==> src/hw/rtl/crossbridge_euler_step_defines.svh <==
// assertion macros shared by the block
`ifndef CROSSBRIDGE_EULER_STEP_DEFINES_SVH
`define CROSSBRIDGE_EULER_STEP_DEFINES_SVH

// a condition at one edge implies another at the same edge
`define CES_ASSERT_IMP(label, clk, rst, cond, prop) \
   label: assert property (@(posedge clk) disable iff (rst) (cond) |-> (prop)) \
      else $error("implication failed");

// a condition at one edge implies another at the next edge
`define CES_ASSERT_NEXT(label, clk, rst, cond, prop) \
   label: assert property (@(posedge clk) disable iff (rst) (cond) |=> (prop)) \
      else $error("assertion failed");

`endif

==> src/hw/rtl/ces_pkg.sv <==
package ces_pkg;
   localparam int unsigned NumRegs = 8;
   localparam int unsigned RegIdxW = 3;

   localparam logic [RegIdxW-1:0] RegStepSize  = 3'd0;
   localparam logic [RegIdxW-1:0] RegRateTwo   = 3'd1;
   localparam logic [RegIdxW-1:0] RegRateThree = 3'd2;
   localparam logic [RegIdxW-1:0] RegRateFour  = 3'd3;
   localparam logic [RegIdxW-1:0] RegDetach    = 3'd4;
   localparam logic [RegIdxW-1:0] RegDetachFree= 3'd5;
   localparam logic [RegIdxW-1:0] RegK1Gain    = 3'd6;
   localparam logic [RegIdxW-1:0] RegKaGain    = 3'd7;

   localparam logic [30:0] StepSizeRst  = 31'd66;
   localparam logic [30:0] RateTwoRst   = 31'd8323072;
   localparam logic [30:0] RateThreeRst = 31'd1966080;
   localparam logic [30:0] RateFourRst  = 31'd196608;
   localparam logic [30:0] DetachRst    = 31'd4390912;
   localparam logic [30:0] DetachFreeRst= 31'd9109504;
   localparam logic [30:0] K1GainRst    = 31'd65536;
   localparam logic [30:0] KaGainRst    = 31'd65536;

   localparam logic signed [31:0] K1Offset   = 32'sd19661;
   localparam logic signed [31:0] KaOffset   = 32'sd196608;
   localparam logic signed [31:0] TncaInit   = 32'sd4587520;
   localparam logic signed [31:0] MyosinInit = 32'sd1310720;

   localparam logic signed [31:0] SatMax = 32'sh7fffffff;
   localparam logic signed [31:0] SatMin = 32'sh80000000;

   // multiplier command from sequencer
   typedef struct packed {
      logic               start;
      logic signed [32:0] op_a;
      logic signed [32:0] op_b;
   } mul_req_type;

   typedef struct packed {
      logic               done;
      logic signed [31:0] value;
      logic               sat;
   } mul_rsp_type;

   function automatic logic signed [31:0] sat32(input logic signed [34:0] v);
      if (v > 35'sd2147483647) begin
         return SatMax;
      end else if (v < -35'sd2147483648) begin
         return SatMin;
      end
      return v[31:0];
   endfunction

   function automatic logic sat32_hit(input logic signed [34:0] v);
      return (v > 35'sd2147483647) || (v < -35'sd2147483648);
   endfunction
endpackage

==> src/hw/rtl/ces_mul.sv <==
// 33x33 signed multiply: product built from the low 16 bits and the high 17 bits of b
module ces_mul
   import ces_pkg::*;
(
   input  logic        clock,
   input  logic        reset,
   input  mul_req_type req,
   output mul_rsp_type rsp
);
   typedef enum logic [1:0] {IDLE, LOW, HIGH, ROUND} mstate_type;

   mstate_type          state_ff;
   logic signed [32:0]  a_ff;
   logic signed [32:0]  b_ff;
   logic signed [66:0]  acc_ff;
   logic signed [31:0]  val_ff;
   logic                sat_ff;
   logic                done_ff;

   logic signed [50:0]  part_lo;
   logic signed [50:0]  part_hi;
   logic signed [66:0]  rounded;
   logic signed [50:0]  shifted;

   assign part_lo = a_ff * $signed({1'b0, b_ff[15:0]});
   assign part_hi = a_ff * $signed(b_ff[32:16]);
   assign rounded = acc_ff + 67'sd32768;
   // floor shift gives round half up
   assign shifted = rounded[66:16];

   always_ff @(posedge clock) begin
      if (reset) begin
         state_ff <= IDLE;
         done_ff  <= 1'b0;
      end else begin
         done_ff <= (state_ff == ROUND);
         case (state_ff)
            IDLE: begin
               if (req.start) begin
                  a_ff     <= req.op_a;
                  b_ff     <= req.op_b;
                  state_ff <= LOW;
               end
            end
            LOW: begin
               acc_ff   <= 67'(part_lo);
               state_ff <= HIGH;
            end
            HIGH: begin
               acc_ff   <= acc_ff + (67'(part_hi) <<< 16);
               state_ff <= ROUND;
            end
            ROUND: begin
               if (shifted > 51'sd2147483647) begin
                  val_ff <= SatMax;
                  sat_ff <= 1'b1;
               end else if (shifted < -51'sd2147483648) begin
                  val_ff <= SatMin;
                  sat_ff <= 1'b1;
               end else begin
                  val_ff <= shifted[31:0];
                  sat_ff <= 1'b0;
               end
               state_ff <= IDLE;
            end
            default: state_ff <= IDLE;
         endcase
      end
   end

   assign rsp.done  = done_ff;
   assign rsp.value = val_ff;
   assign rsp.sat   = sat_ff;
endmodule

==> config.mk <==
export PLATFORM = sky130hd
export DESIGN_NAME = ces_mul
export DESIGN_NICKNAME = d
export VERILOG_FILES = /design/src/hw/rtl/crossbridge_euler_step_defines.svh /design/src/hw/rtl/ces_pkg.sv /design/src/hw/rtl/ces_mul.sv
export SDC_FILE = /design/constraint.sdc
export NUM_CORES = 2
export LEC_CHECK = 0
export BUFFER_PORTS_ARGS = -buffer_cell sky130_fd_sc_hd__buf_2
export CORE_MARGIN = 4
export CORE_UTILIZATION = 35
export CTS_CLUSTER_SIZE = 20
export DETAILED_ROUTE_END_ITERATION = 10
export SLEW_MARGIN = 20
export SYNTH_ARGS = -nofsm -noshare
export SYNTH_HDL_FRONTEND = slang
export SYNTH_SLANG_ARGS = --single-unit
==> constraint.sdc <==
create_clock -name clock -period 17.2 [get_ports clock]
set_input_delay 0 -clock clock [delete_from_list [all_inputs] [get_ports clock]]
set_output_delay 0 -clock clock [all_outputs]
set_load 0.01 [all_outputs]
==> qor.yml <==
synth-edff-count: 151
syn-num-nets: 6436
hold_violations: 0
crit_start: "a_ff[11]$_DFFE_PP_"
grt_pass1_wl_um: 201000
critPathCaptureType: "register"
setup.worst_path.start_class: "register"
fmax_mhz: 107
fin_skew_ns: 0.0221
cts_resized: 0
synth_top_family_by_area: "adder cells"
rrSetupSlack_ns: 7.82
rows: 133
layout_commonest_cell: "inv_1"
min_path_type: "in -> reg"
critPathTopFamily: "adder cells"
synth-seq-cells: 154
hold_buffers: 69
nNetsFinal: 6463
critical_path.max_stage_delay_ns: 0.87
avgSynthCellArea_um2: 9.19
cp_max_fo: 33
place.detailed.hpwl_um: 97400
route.detailed.drc: 0
antenna_found_initial: 2
final_cell_area_um2: 49900
async_reset_ff_frac: 0
post_cts_buffers: 0
place_area_um2: 48600
core_region_area_um2: 131000
synth.cell_area_um2: 46300
whs_endpoint: "b_ff[6]$_DFFE_PP_"
cts_buffers: 17
reg2reg_depth: 31
cts_max_path_buffers: 2
reg2reg_to: "acc_ff[62]$_DFFE_PP_"
synthSimpleGateAreaFrac: 0.156
tightest_slew_ns: 1.04
grt_pass1_vias: 35993
die_height_um: 372
cp_slowest_cell: "a2111oi_0"
port_buffers: 102
status: "finished clean"
gp_congestion: 0.899
start_util: 0.352
postRouteAntennaNets: 0
dr.pass1.iters: 5
die_x_um: 372
root_buffer: "clkbuf_16"
path_class: "reg -> reg"
cts_max_level: 4
pin_count: 103
yosysUniqueCellTypes: 85
post-route-min-period_ns: 9.38
whs_path_depth: 2
clk_latency_ns: 0.55
area_delta_synth_final_pct: 7.90
arrival_ns: 9.65
path_buf_inv: 4
synthAdderAreaFrac: 0.528
setup_viol: 0
synth.mux.area_fraction: 0.00219
required_ns: 17.47
drv_cap: 0
path_common_cell: "fa_1"
rsz0062_at_grt: "false"
slew_headroom: 0.306
synth_compound_area_frac: 0.0653
wire_per_inst_um: 18.2
grt_max_degree: 65
synthCells: 5035
reg2reg_from: "a_ff[11]$_DFFE_PP_"
fin_crit_sh: 0.545
yosysWarnings: 0
maxSlewViolCount: 0
clkSinkCount: 154
vias: 33724
cts_tree: "yes"
yosysSeqAreaShare: 0.0993
holdWs_ns: 0.162
grt-ovfl-total: 0
synth_area_leaders: "fa_1 (45%), edfxtp_1 (9.8%), inv_1 (9.5%)"
grtUsageTotal: 0.188
finalSetupTns_ns: 0
yosysTopAreaCellShare: 0.449
drt_first_iter_violations: 1916
layout_common_cells: "inv_1 (1169), fa_1 (1038), nand2_1 (735)"
drive_above_1_share: 0.0512
wirelength_um: 124000
fillers: 13295
min_from: "req[6]"
cts.reportedPaths.clkPinSlew_ns: 0.08
synth_ff_type: "edfxtp_1"
netlist.top_cell.by_area: "fa_1"
vias_per_cell: 4.94
final_core_util: 0.380
synth-xor-area-share: 0.0330
dieArea_um2: 138000
==> cells by family (layout without fill, tap and decap cells) <==
family          Yosys count  in the layout
simple gates           1484           1484
buf+inv                1408           1448
fa+ha+maj              1332           1332
compound gates          475            475
xor+xnor                172            172
flops                   154            154
mux                      10             10
other cells               0              1
==> state kept, by name, indices dropped and copies added (netlist names) <==
signal	cells
acc_ff	52
a_ff	33
b_ff	33
val_ff	32
state_ff	2
done_ff	1
sat_ff	1
==> how the worst max path moves through the flow <==
stage | endpoint | cells after the start
after floorplan | acc_ff[64]$_DFFE_PP_ | 36
after global placement | acc_ff[66]$_DFFE_PP_ | 32
after detailed placement | acc_ff[66]$_DFFE_PP_ | 31
after CTS | acc_ff[66]$_DFFE_PP_ | 32
after global routing | acc_ff[66]$_DFFE_PP_ | 31
final | acc_ff[62]$_DFFE_PP_ | 31
==> routing by layer <==
layer	up-vias	GRT usage	part of all wire
met5	-	0	0
met1	17520	0.239	0.41
li1	15113	-	-
met2	932	0.333	0.51
met3	159	0.0266	0.053
met4	0	0.0510	0.026
==> stage by stage <==
| step | std cells | setup slack [ns] |
|---|---|---|
| 6_report | 6831 | 7.82 |
| 5_1_grt | 6830 | 7.16 |
| 4_1_cts | 6830 | 7.83 |
| 3_5_place_dp | 6729 | 7.89 |
| 3_3_place_gp | 6729 | 7.97 |
| 2_1_floorplan | 5035 | 9.04 |
==> final cells by class <==
cell class,instances,area (µm²),share of cell area
Antenna cell,1,2.50,0.0000501
Inverter,1170,4390,0.0879
Tap cell,1755,2200,0.0440
Sequential cell,154,4590,0.0920
Clock buffer,17,425,0.00852
Clock inverter,15,189,0.00378
Multi-Input combinational cell,3473,36400,0.728
Timing Repair Buffer,246,1760,0.0353
==> worst reg2reg max path: cells and delay by family (launching register included) <==
family	cells	cell delay [ns]
and+or+nand+nor	5	1.01
adders and majority gates	8	3.79
DFF	1	0.32
AOI/OAI and AO/OA	12	3.00
xor gates and xnor gates	2	0.39
buffers and inverters	4	0.59
==> synth_stat cells, types with 4 or more instances <==
master,instances
a311oi_1,4
mux2i_1,9
ha_1,294
o21bai_1,24
nand4_1,34
or3_1,6
a211o_1,6
a21oi_1,138
a211oi_1,9
a31oi_1,15
and3_1,22
xor2_1,68
fa_1,1038
a21o_1,67
o41ai_1,5
or2_2,6
o21a_1,23
edfxtp_1,151
o21ai_2,20
nor2b_1,22
inv_1,1169
and4_1,6
a2111oi_0,4
nor2_1,104
and2_1,433
nand2b_1,22
o21ai_0,105
buf_4,4
nor3_1,16
nor4_1,12
nand2_1,735
nand3_1,38
xnor2_1,102
o31a_1,4
clkbuf_1,228
o31ai_1,15
o211ai_1,7
Power is left out: the tool's default activity adds up to more than one toggle a clock period on the data nets, which glitch-free logic cannot reach.
