File: src/hw/rtl/crossbridge_euler_step_defines.svh
// assertion macros shared by the block
`ifndef CROSSBRIDGE_EULER_STEP_DEFINES_SVH
`define CROSSBRIDGE_EULER_STEP_DEFINES_SVH

// a condition at one edge implies another at the same edge
`define CES_ASSERT_IMP(label, clk, rst, cond, prop) \
   label: assert property (@(posedge clk) disable iff (rst) (cond) |-> (prop)) \
      else $error("implication failed");

// a condition at one edge implies another at the next edge
`define CES_ASSERT_NEXT(label, clk, rst, cond, prop) \
   label: assert property (@(posedge clk) disable iff (rst) (cond) |=> (prop)) \
      else $error("assertion failed");

`endif

File: src/hw/rtl/ces_pkg.sv
package ces_pkg;
   localparam int unsigned NumRegs = 8;
   localparam int unsigned RegIdxW = 3;

   localparam logic [RegIdxW-1:0] RegStepSize  = 3'd0;
   localparam logic [RegIdxW-1:0] RegRateTwo   = 3'd1;
   localparam logic [RegIdxW-1:0] RegRateThree = 3'd2;
   localparam logic [RegIdxW-1:0] RegRateFour  = 3'd3;
   localparam logic [RegIdxW-1:0] RegDetach    = 3'd4;
   localparam logic [RegIdxW-1:0] RegDetachFree= 3'd5;
   localparam logic [RegIdxW-1:0] RegK1Gain    = 3'd6;
   localparam logic [RegIdxW-1:0] RegKaGain    = 3'd7;

   localparam logic [30:0] StepSizeRst  = 31'd66;
   localparam logic [30:0] RateTwoRst   = 31'd8323072;
   localparam logic [30:0] RateThreeRst = 31'd1966080;
   localparam logic [30:0] RateFourRst  = 31'd196608;
   localparam logic [30:0] DetachRst    = 31'd4390912;
   localparam logic [30:0] DetachFreeRst= 31'd9109504;
   localparam logic [30:0] K1GainRst    = 31'd65536;
   localparam logic [30:0] KaGainRst    = 31'd65536;

   localparam logic signed [31:0] K1Offset   = 32'sd19661;
   localparam logic signed [31:0] KaOffset   = 32'sd196608;
   localparam logic signed [31:0] TncaInit   = 32'sd4587520;
   localparam logic signed [31:0] MyosinInit = 32'sd1310720;

   localparam logic signed [31:0] SatMax = 32'sh7fffffff;
   localparam logic signed [31:0] SatMin = 32'sh80000000;

   // multiplier command from sequencer
   typedef struct packed {
      logic               start;
      logic signed [32:0] op_a;
      logic signed [32:0] op_b;
   } mul_req_type;

   typedef struct packed {
      logic               done;
      logic signed [31:0] value;
      logic               sat;
   } mul_rsp_type;

   function automatic logic signed [31:0] sat32(input logic signed [34:0] v);
      if (v > 35'sd2147483647) begin
         return SatMax;
      end else if (v < -35'sd2147483648) begin
         return SatMin;
      end
      return v[31:0];
   endfunction

   function automatic logic sat32_hit(input logic signed [34:0] v);
      return (v > 35'sd2147483647) || (v < -35'sd2147483648);
   endfunction
endpackage

File: src/hw/rtl/ces_sqrt.sv
// bit-pair integer square root of a 48-bit value, two result bits per cycle
module ces_sqrt
   import ces_pkg::*;
(
   input  logic        clock,
   input  logic        reset,
   input  logic        start,
   input  logic [47:0] radicand,
   output logic        done,
   output logic [23:0] root
);
   logic [47:0] rem_ff;
   logic [47:0] x_ff;
   logic [23:0] res_ff;
   logic [4:0]  cnt_ff;
   logic        busy_ff;
   logic        done_ff;

   logic [49:0] t1;
   logic [49:0] r1;
   logic [23:0] q1;
   logic [49:0] t2;
   logic [49:0] r2;
   logic [23:0] q2;
   logic [49:0] cand1;
   logic [49:0] cand2;

   always_comb begin
      t1    = {rem_ff, x_ff[47:46]};
      cand1 = {24'd0, res_ff, 2'b01};
      if (t1 >= cand1) begin
         r1 = t1 - cand1;
         q1 = {res_ff[22:0], 1'b1};
      end else begin
         r1 = t1;
         q1 = {res_ff[22:0], 1'b0};
      end
      t2    = {r1[47:0], x_ff[45:44]};
      cand2 = {24'd0, q1, 2'b01};
      if (t2 >= cand2) begin
         r2 = t2 - cand2;
         q2 = {q1[22:0], 1'b1};
      end else begin
         r2 = t2;
         q2 = {q1[22:0], 1'b0};
      end
   end

   always_ff @(posedge clock) begin
      if (reset) begin
         busy_ff <= 1'b0;
         done_ff <= 1'b0;
      end else begin
         done_ff <= !start && busy_ff && (cnt_ff == 5'd11);
         if (start) begin
            rem_ff  <= '0;
            x_ff    <= radicand;
            res_ff  <= '0;
            cnt_ff  <= 5'd0;
            busy_ff <= 1'b1;
         end else if (busy_ff) begin
            rem_ff <= r2[47:0];
            res_ff <= q2;
            x_ff   <= {x_ff[43:0], 4'd0};
            cnt_ff <= cnt_ff + 5'd1;
            if (cnt_ff == 5'd11) begin
               busy_ff <= 1'b0;
            end
         end
      end
   end

   assign done = done_ff;
   assign root = res_ff;
endmodule

File: config.mk
export PLATFORM = sky130hd
export DESIGN_NAME = ces_sqrt
export DESIGN_NICKNAME = d
export VERILOG_FILES = /design/src/hw/rtl/crossbridge_euler_step_defines.svh /design/src/hw/rtl/ces_pkg.sv /design/src/hw/rtl/ces_sqrt.sv
export SDC_FILE = /design/constraint.sdc
export NUM_CORES = 1
export LEC_CHECK = 0
export ABC_CLOCK_PERIOD_IN_PS = 10300
export BUFFER_PORTS_ARGS = -buffer_cell sky130_fd_sc_hd__buf_2
export CAP_MARGIN = 5
export CORE_MARGIN = 1.5
export CORE_UTILIZATION = 54
export CTS_CLUSTER_DIAMETER = 80
export CTS_CLUSTER_SIZE = 24
export DETAILED_ROUTE_END_ITERATION = 8
export HOLD_SLACK_MARGIN = 0.05
export PLACE_DENSITY = 0.73
export SLEW_MARGIN = 0
export SYNTH_ARGS = -nofsm -noshare
export SYNTH_HDL_FRONTEND = slang
export SYNTH_SLANG_ARGS = --single-unit
File: constraint.sdc
create_clock -name clock -period 10.3 [get_ports clock]
set_input_delay 2.06 -clock clock [delete_from_list [all_inputs] [get_ports clock]]
set_output_delay 2.06 -clock clock [all_outputs]
set_load 0.01 [all_outputs]
==> reports/metrics.yaml, run 1 <==
yosys:
  synth_top_family_by_area: "simple AND/OR/NAND/NOR gates"
  synth_top_area_share_pct: 37.82
  synthAdderAreaFrac_pct: 6.682
  synth-seq-cells: 127
  synth-compound-area-share_pct: 16.84
  synth_common_cells: "edfxtp_1, nor2_1, a21oi_1, nand2_1, ha_1"
  yosys_warnings: 0
  synth_cells: 1101
  yosys.area_share.simple_pct: 20.12
  ys_async_sr_fraction_pct: 0
  synth_edf_count: 125
  synthFlopType: "edfxtp_1"
  synth_cell_types: 72
  yosysMostFrequentCell: "edfxtp_1"
  avgSynthCellArea_um2: 9.014
  yosysSeqAreaShare_pct: 38.22
  yosysTopAreaCell: "edfxtp_1"
  synth-xor-area-share_pct: 6.884
  muxShareOfSynthArea_pct: 5.320
  synthTopCellsByArea: "edfxtp_1, ha_1, a21oi_1, mux2_2, nor2_1"
  syn-num-nets: 1205
  netlist_area_mm2: 0.009925
cells_and_area:
  multi_input_area_mm2: 0.005550
  nNetsFinal: 1224
  design_area_mm2: 0.01081
  area_delta_synth_final_pct: 8.913
  layout-drive-gt1-share_pct: 16.24
  regArea_mm2: 0.003794
  n_antenna_cell: 0
  fillers: 1543
power_and_ir_drop:
  total_power_mw: 2.707
  p_leak_nw: 4.150
  intPower_mw: 1.518
  clockPowerShare_pct: 22.8
  p_comb_share_pct: 50.8
  pwr-share-seq_pct: 26.3
  p_switching_mw: 1.190
  ir_worst_vdd_mv: 0.1366
  p_per_area_mw_per_mm2: 250.5
  switching_share_pct: 43.94
sta:
  setup_viol: 0
  slew_headroom_pct: 33.96
  worst_pin_slew_ns: 0.9815
  report.final.slew_viol_count: 0
  fin_crit_ns: 7.307
  rsz0062_at_grt: "no"
  clock_skew_ns: 0.009059
  fmax_mhz: 136.9
  hold_ws_ns: 0.5112
  hold_viol: 0
  period_share_pct: 70.94
  tns_ns: 0
critical_path:
  startpoint_type: "flip-flop"
  r2r_start: "rem_ff[20]"
  worstSetupPathType: "flip-flop to flip-flop"
  crit_fanout: 48
  crit_path_start: "rem_ff[20]"
  worstPathRequired_ns: 10.58
  endpoint_kind: "flip-flop"
  worstPathArrival_ns: 7.59
grt:
  grt_pass1_vias: 8178
  track_usage_pct: 28.19
  grt_pass1_wl_mm: 42.95
  grt_max_degree: 85
  gr-total-overflow: 0
  antenna_found_initial: 1
cts:
  numCtsBuffers: 17
  cts_root_buffer: "clkbuf_16"
  clockBufferDepth: 2
  insertion_delay_ns: 0.45
  cts_resized: 0
  cts_tree: "done"
  cts_hold_buf: 0
  postCtsSetupRepairBufs: 0
  htreeDepth: 4
  path_clk_slew_ns: 0.07
  clkSinkCount: 127
floorplanning:
  fp.dieH_um: 138.6
  dieArea_mm2: 0.01920
  design.core.area_mm2: 0.01796
  rows: 49
  io_pins: 76
  die_w_um: 138.6
  initial_core_util_pct: 55.25
routing:
  antenna_left: 0
  dr.pass1.iters: 5
  drc_errors: 0
  drt-total-wl_mm: 26.79
  drtIter0Drc: 1078
  via_per_inst: 6.243
  vias: 8503
  wire_per_inst_um: 19.67
run_status:
  status: "complete, no violations"
placement:
  post_dp_cell_area_mm2: 0.01020
  io_buffers: 75
  globalplace.congestion: 0.9886
  dp_hpwl_mm: 19.67
min_path:
  hold_path_class: "flip-flop to flip-flop"
  min_from: "busy_ff"
run:
  cap_violations: 0
[stage by stage]
stage	worst slack, ns	std cells	util, %
after detailed placement	3.153	1330	56.80
after floorplan	1.769	1101	-
after global routing	2.262	1362	60.17
after global placement	3.506	1330	56.80
after CTS	3.124	1362	60.17
final	2.993	1362	60.17
[power groups by stage]
| stage | combinational (mW) | clock [mW] | sequential [mW] |
|---|---|---|---|
| after global placement | 1.33 | 0 | 0.720 |
| after floorplan | 1.05 | 0 | 0.700 |
| final | 1.38 | 0.618 | 0.713 |
| after global routing | 1.51 | 0.642 | 0.719 |
| after CTS | 1.34 | 0.626 | 0.711 |
| after detailed placement | 1.33 | 0 | 0.721 |
[worst paths after layout]
path                     end  slack (ns)  cells past startpoint
setup / recovery  rem_ff[22]        2.99                     21
setup reg to reg  rem_ff[22]        2.99                     21
hold reg to reg         done        0.51                      1
hold / removal          done        0.51                      1
[sequential cells by signal, summed over array words and instances, names as in the netlist]
signal,flops
cnt_ff,5
root,24
done,1
busy_ff,1
rem_ff,48
x_ff,48
[area by class of cell]
class	count	area share [%]
Multi-Input combinational cell	852	51.35
Sequential cell	127	35.10
Clock buffer	17	3.936
Timing Repair Buffer	80	3.843
Tap cell	229	2.651
Clock inverter	15	1.667
Inverter	42	1.459
[layout by cell type (no fill, tap or decap), types with 5 or more instances in the layout]
cell       Yosys  routed
a211oi_1       7       7
edfxtp_1     125     125
and2_1         9       9
inv_8          0       5
a21oi_1      109     109
o21a_1         9       9
nor3b_1        8       8
buf_2         10      74
nand3_1       23      23
mux2_2        46      46
clkbuf_16      0      17
nor2_1       123     122
xor2_1        33      33
or3_1          8       8
clkinv_8       0       5
o211ai_1      12      12
a31oi_1       11      11
buf_4         23       6
xnor2_1       45      45
and4_1         9       9
o21ai_0       51      51
nand2b_1       6       6
nor2b_1        9       9
ha_1          53      53
nor3_1        37      37
nand4_1       27      27
nand2_1      105     105
a21o_1        22      22
and3_1         5       5
a211oi_2       5       5
inv_1         41      41
nor4_1        18      18
[critical path, cell delays in order (launching register included)]
cell and delay (ns):
edfxtp_1 0.40, ha_1 0.44, nand4_1 0.29, nor4_1 0.55
nand4_1 0.34, nand3_1 0.33, or2_4 0.55, nor2_1 0.08
a21oi_1 0.27, ha_1 0.37, nand3_1 0.23, or3_1 0.17
a31oi_1 0.05, nor3_1 0.24, a211o_1 0.20, o31ai_1 0.13
a211oi_1 0.71, nand3_1 0.58, nor2_1 0.61, buf_4 0.34
nor2_1 0.08, nor3_1 0.16
[layer usage]
metal | vias to the layer above | track usage, % | routed length [um]
met5 | - | 0 | 12
met4 | 2 | 12.30 | 952
met3 | 76 | 5.870 | 1847
met2 | 372 | 45.30 | 12520
met1 | 3999 | 36.97 | 11460
li1 | 4054 | - | -
[kinds of logic (layout without fill, tap and decap cells)]
family                     Yosys count  count (layout)
xor gates and xnor gates            78              78
muxes                               47              47
and+or+nand+nor                    408             408
buffers and inverters              122             154
AOI/OAI and AO/OA                  266             266
DFF                                127             127
adders and majority gates           53              53
No activity file was read; power rests on OpenSTA's default activity.
==> run 2, diff against run 1 <==
Settings changed: ABC_AREA set to 1, ABC_CLOCK_PERIOD_IN_PS 10300 to 6900, PLACE_DENSITY 0.73 to 0.72.
Clock period 10.3 ns to 6.9 ns, I/O delays scaled along.
==> run 2 against run 1 <==
Clock skew rose by 0.0069 ns. Clock power rose by 47%. Final area rose by 20%. Worst hold slack barely moved. Via count rose by 45%. Power rose by 51%. Area after synthesis rose by 21%. Cell count rose by 66%. Critical path depth rose by 6. First-iteration DRC count rose by 18%. Largest cell class unchanged. Critical endpoint is now rem_ff[23]. Clock-buffer cell count did not move.
==> reports/metrics.yaml, run 2 <==
routing:
  via_per_inst: 5.465  # was 6.243
  vias: 12351  # was 8503
  drc_errors: 0  # unchanged
  antenna_left: 0  # unchanged
  dr.pass1.iters: 6  # was 5
  drtIter0Drc: 1272  # was 1078
  wire_per_inst_um: 17.84  # was 19.67 um
  drt-total-wl_mm: 40.32  # was 26.79 mm
sta:
  tns_ns: 0  # unchanged
  hold_viol: 0  # unchanged
  finalWorstSetupSlack_ns: 1.366  # was 2.993 ns
  period_share_pct: 80.20  # was 70.94%
  worst_pin_slew_ns: 0.8588  # was 0.9815 ns
  clock_skew_ns: 0.01598  # was 0.009059 ns
  setup_viol: 0  # unchanged
  rsz0062_at_grt: "no"  # unchanged
  report.final.slew_viol_count: 0  # unchanged
  slew_headroom_pct: 42.75  # was 33.96%
  fmax_mhz: 180.7  # was 136.9 MHz
  fin_crit_ns: 5.534  # was 7.307 ns
floorplanning:
  fp.dieH_um: 151.8  # was 138.6 um
  dieArea_mm2: 0.02306  # was 0.01920 mm^2
  rows: 54  # was 49
  initial_core_util_pct: 54.99  # was 55.25%
  die_w_um: 151.8  # was 138.6 um
  design.core.area_mm2: 0.02176  # was 0.01796 mm^2
  io_pins: 76  # unchanged
placement:
  dp_hpwl_mm: 32.26  # was 19.67 mm
  post-place-ws_ns: 1.601  # was 3.153 ns
  io_buffers: 75  # unchanged
  globalplace.congestion: 1.013  # was 0.9886
  dp_cells: 2228  # was 1330
power_and_ir_drop:
  p_comb_share_pct: 52.4  # was 50.8%
  switching_share_pct: 46.78  # was 43.94%
  intPower_mw: 2.171  # was 1.518 mW
  p_per_area_mw_per_mm2: 313.7  # was 250.5 mW/mm^2
  clockPowerShare_pct: 22.2  # was 22.8%
  total_power_mw: 4.080  # was 2.707 mW
  p_leak_nw: 6.754  # was 4.150 nW
  p_switching_mw: 1.909  # was 1.190 mW
  pwr-share-seq_pct: 25.4  # was 26.3%
  ir_worst_vdd_mv: 0.1936  # was 0.1366 mV
yosys:
  synthTopCellsByArea: "edfxtp_1, nand2_1, inv_1, nor2_1, ha_1"  # was edfxtp_1, ha_1, a21oi_1, mux2_2, nor2_1
  yosysMostFrequentCell: "nand2_1"  # was edfxtp_1
  yosys_warnings: 0  # unchanged
  synth_top_area_share_pct: 31.37  # was 37.82%
  syn-num-nets: 2027  # was 1205
  ys_async_sr_fraction_pct: 0  # unchanged
  synth-seq-cells: 127  # unchanged
  synth_cells: 1923  # was 1101
  yosysTopAreaCell: "edfxtp_1"  # unchanged
  synth_edf_count: 125  # unchanged
  synth_common_cells: "nand2_1, inv_1, nor2_1, edfxtp_1, nand3_1"  # was edfxtp_1, nor2_1, a21oi_1, nand2_1, ha_1
  netlist_area_mm2: 0.01196  # was 0.009925 mm^2
  avgSynthCellArea_um2: 6.222  # was 9.014 um^2
  synth_cell_types: 37  # was 72
  synthFlopType: "edfxtp_1"  # unchanged
  yosysSeqAreaShare_pct: 31.71  # was 38.22%
cells_and_area:
  final_common_cell: "nand2_1"  # was edfxtp_1
  n_antenna_cell: 0  # unchanged
  area_delta_synth_final_pct: 8.701  # was 8.913%
  nNetsFinal: 2071  # was 1224
  layout-drive-gt1-share_pct: 7.879  # was 16.24%
  fillers: 2133  # was 1543
  instances_no_fill: 2260  # was 1362
  fin_util_pct: 59.78  # was 60.17%
  layout_common_cells: "nand2_1, inv_1, nor2_1"  # was edfxtp_1, nor2_1, a21oi_1
cts:
  cts_root_buffer: "clkbuf_16"  # unchanged
  postCtsSetupRepairBufs: 0  # unchanged
  htreeDepth: 4  # unchanged
  path_clk_slew_ns: 0.07  # about the same
  numCtsBuffers: 17  # unchanged
  cts_tree: "done"  # unchanged
  insertion_delay_ns: 0.43  # was 0.45 ns
  clockBufferDepth: 2  # unchanged
  clkSinkCount: 127  # unchanged
  cts_hold_buf: 0  # unchanged
  cts_resized: 0  # unchanged
min_path:
  hold_path_class: "flip-flop to flip-flop"  # unchanged
  worstHoldEndpoint: "x_ff[7]"  # was done
  min_from: "x_ff[3]"  # was busy_ff
  whs_path_depth: 2  # was 1
critical_path:
  worstPathRequired_ns: 7.04  # was 10.58 ns
  worstPathArrival_ns: 5.68  # was 7.59 ns
  worst_r2r_endpoint: "rem_ff[23]"  # was rem_ff[22]
  startpoint_type: "flip-flop"  # unchanged
  r2r_start: "rem_ff[42]"  # was rem_ff[20]
  rrSetupSlack_ns: 1.37  # was 2.99 ns
  max_stage_delay_ns: 0.51  # was 0.71 ns
  cp_slowest_cell: "nor2_1"  # was a211oi_1
  endpoint_kind: "flip-flop"  # unchanged
  worstSetupPathType: "flip-flop to flip-flop"  # unchanged
  reg2reg_depth: 27  # was 21
  crit_fanout: 34  # was 48
grt:
  grt_pass1_wl_mm: 62.23  # was 42.95 mm
  antenna_found_initial: 0  # was 1
  grt_pass1_vias: 11525  # was 8178
  grt_max_degree: 67  # was 85
  gr-total-overflow: 0  # unchanged
  track_usage_pct: 34.97  # was 28.19%
run_status:
  status: "complete, no violations"  # unchanged
run:
  cap_violations: 0  # unchanged
run 2: cell count changes after synthesis, moves of 19 or more:
cell	change
nand4_1	+26
mux2_2	-46
nor3_1	-20
xor2_1	-19
nand2_1	+622
nand3_1	+76
nor2_1	+131
a21o_1	-21
a21oi_1	-49
inv_1	+276
run 2: critical path: cells and delay by family, from the launching register on:
family,cells,cell delay [ns]
AND/OR/NAND/NOR,22,3.45
buffers and inverters,3,0.67
flip-flops,1,0.49
adder cells (fa/ha/maj),1,0.43
AO/OA/AOI/OAI,1,0.16
run 2: how the worst max path moves through the flow:
stage,to,from,cells after the start
3_5_place_dp,rem_ff[23],rem_ff[42],27
5_1_grt,rem_ff[23],root[6],31
4_1_cts,rem_ff[23],rem_ff[42],27
2_1_floorplan,cnt_ff[0],start,2
6_report,rem_ff[23],rem_ff[42],27
3_3_place_gp,rem_ff[23],rem_ff[42],27
run 2: layer usage:
layer	GRT usage (%)	share of wire, %	up-vias
met1	48.51	43	5569
met4	14.79	4.1	0
li1	-	-	6063
met3	3.622	8.1	85
met5	0	0	-
met2	55.79	44	634
run 2: final cells by class:
class	count	area (um^2)	share of cell area, %
clock inverter	15	147.6	1.135
inverter	322	1209	9.294
sequential	127	3794	29.17
timing repair buffer	86	473.0	3.637
clock buffer	17	425.4	3.271
tap	280	350.3	2.694
multi-input combinational	1413	6606	50.80
run 2: cell families (layout without fill, tap and decap cells):
logic type                 after synthesis  count (layout)  synth area share [%]
AOI/OAI and AO/OA                      123             123                 5.407
xor gates and xnor gates                42              42                 3.075
adders and majority gates               53              53                 5.543
buffers and inverters                  383             440                 13.17
DFF                                    127             127                 31.71
and+or+nand+nor                       1195            1195                 41.10
run 2: power groups by stage:
stage | combinational (mW) | sequential, mW | clock (mW)
detailed placement | 2.07 | 1.05 | 0
CTS | 2.08 | 1.03 | 0.915
global route | 2.37 | 1.04 | 0.942
finish | 2.14 | 1.04 | 0.907
floorplan | 1.53 | 1.02 | 0
global placement | 2.08 | 1.05 | 0
run 2: per-stage QoR:
stage	hold slack, ns	cell area, um^2
3_3_place_gp	0.4927	12430
5_1_grt	0.5327	13010
3_5_place_dp	0.4964	12430
4_1_cts	0.5149	13010
6_report	0.5111	13010
2_1_floorplan	0.4431	11970
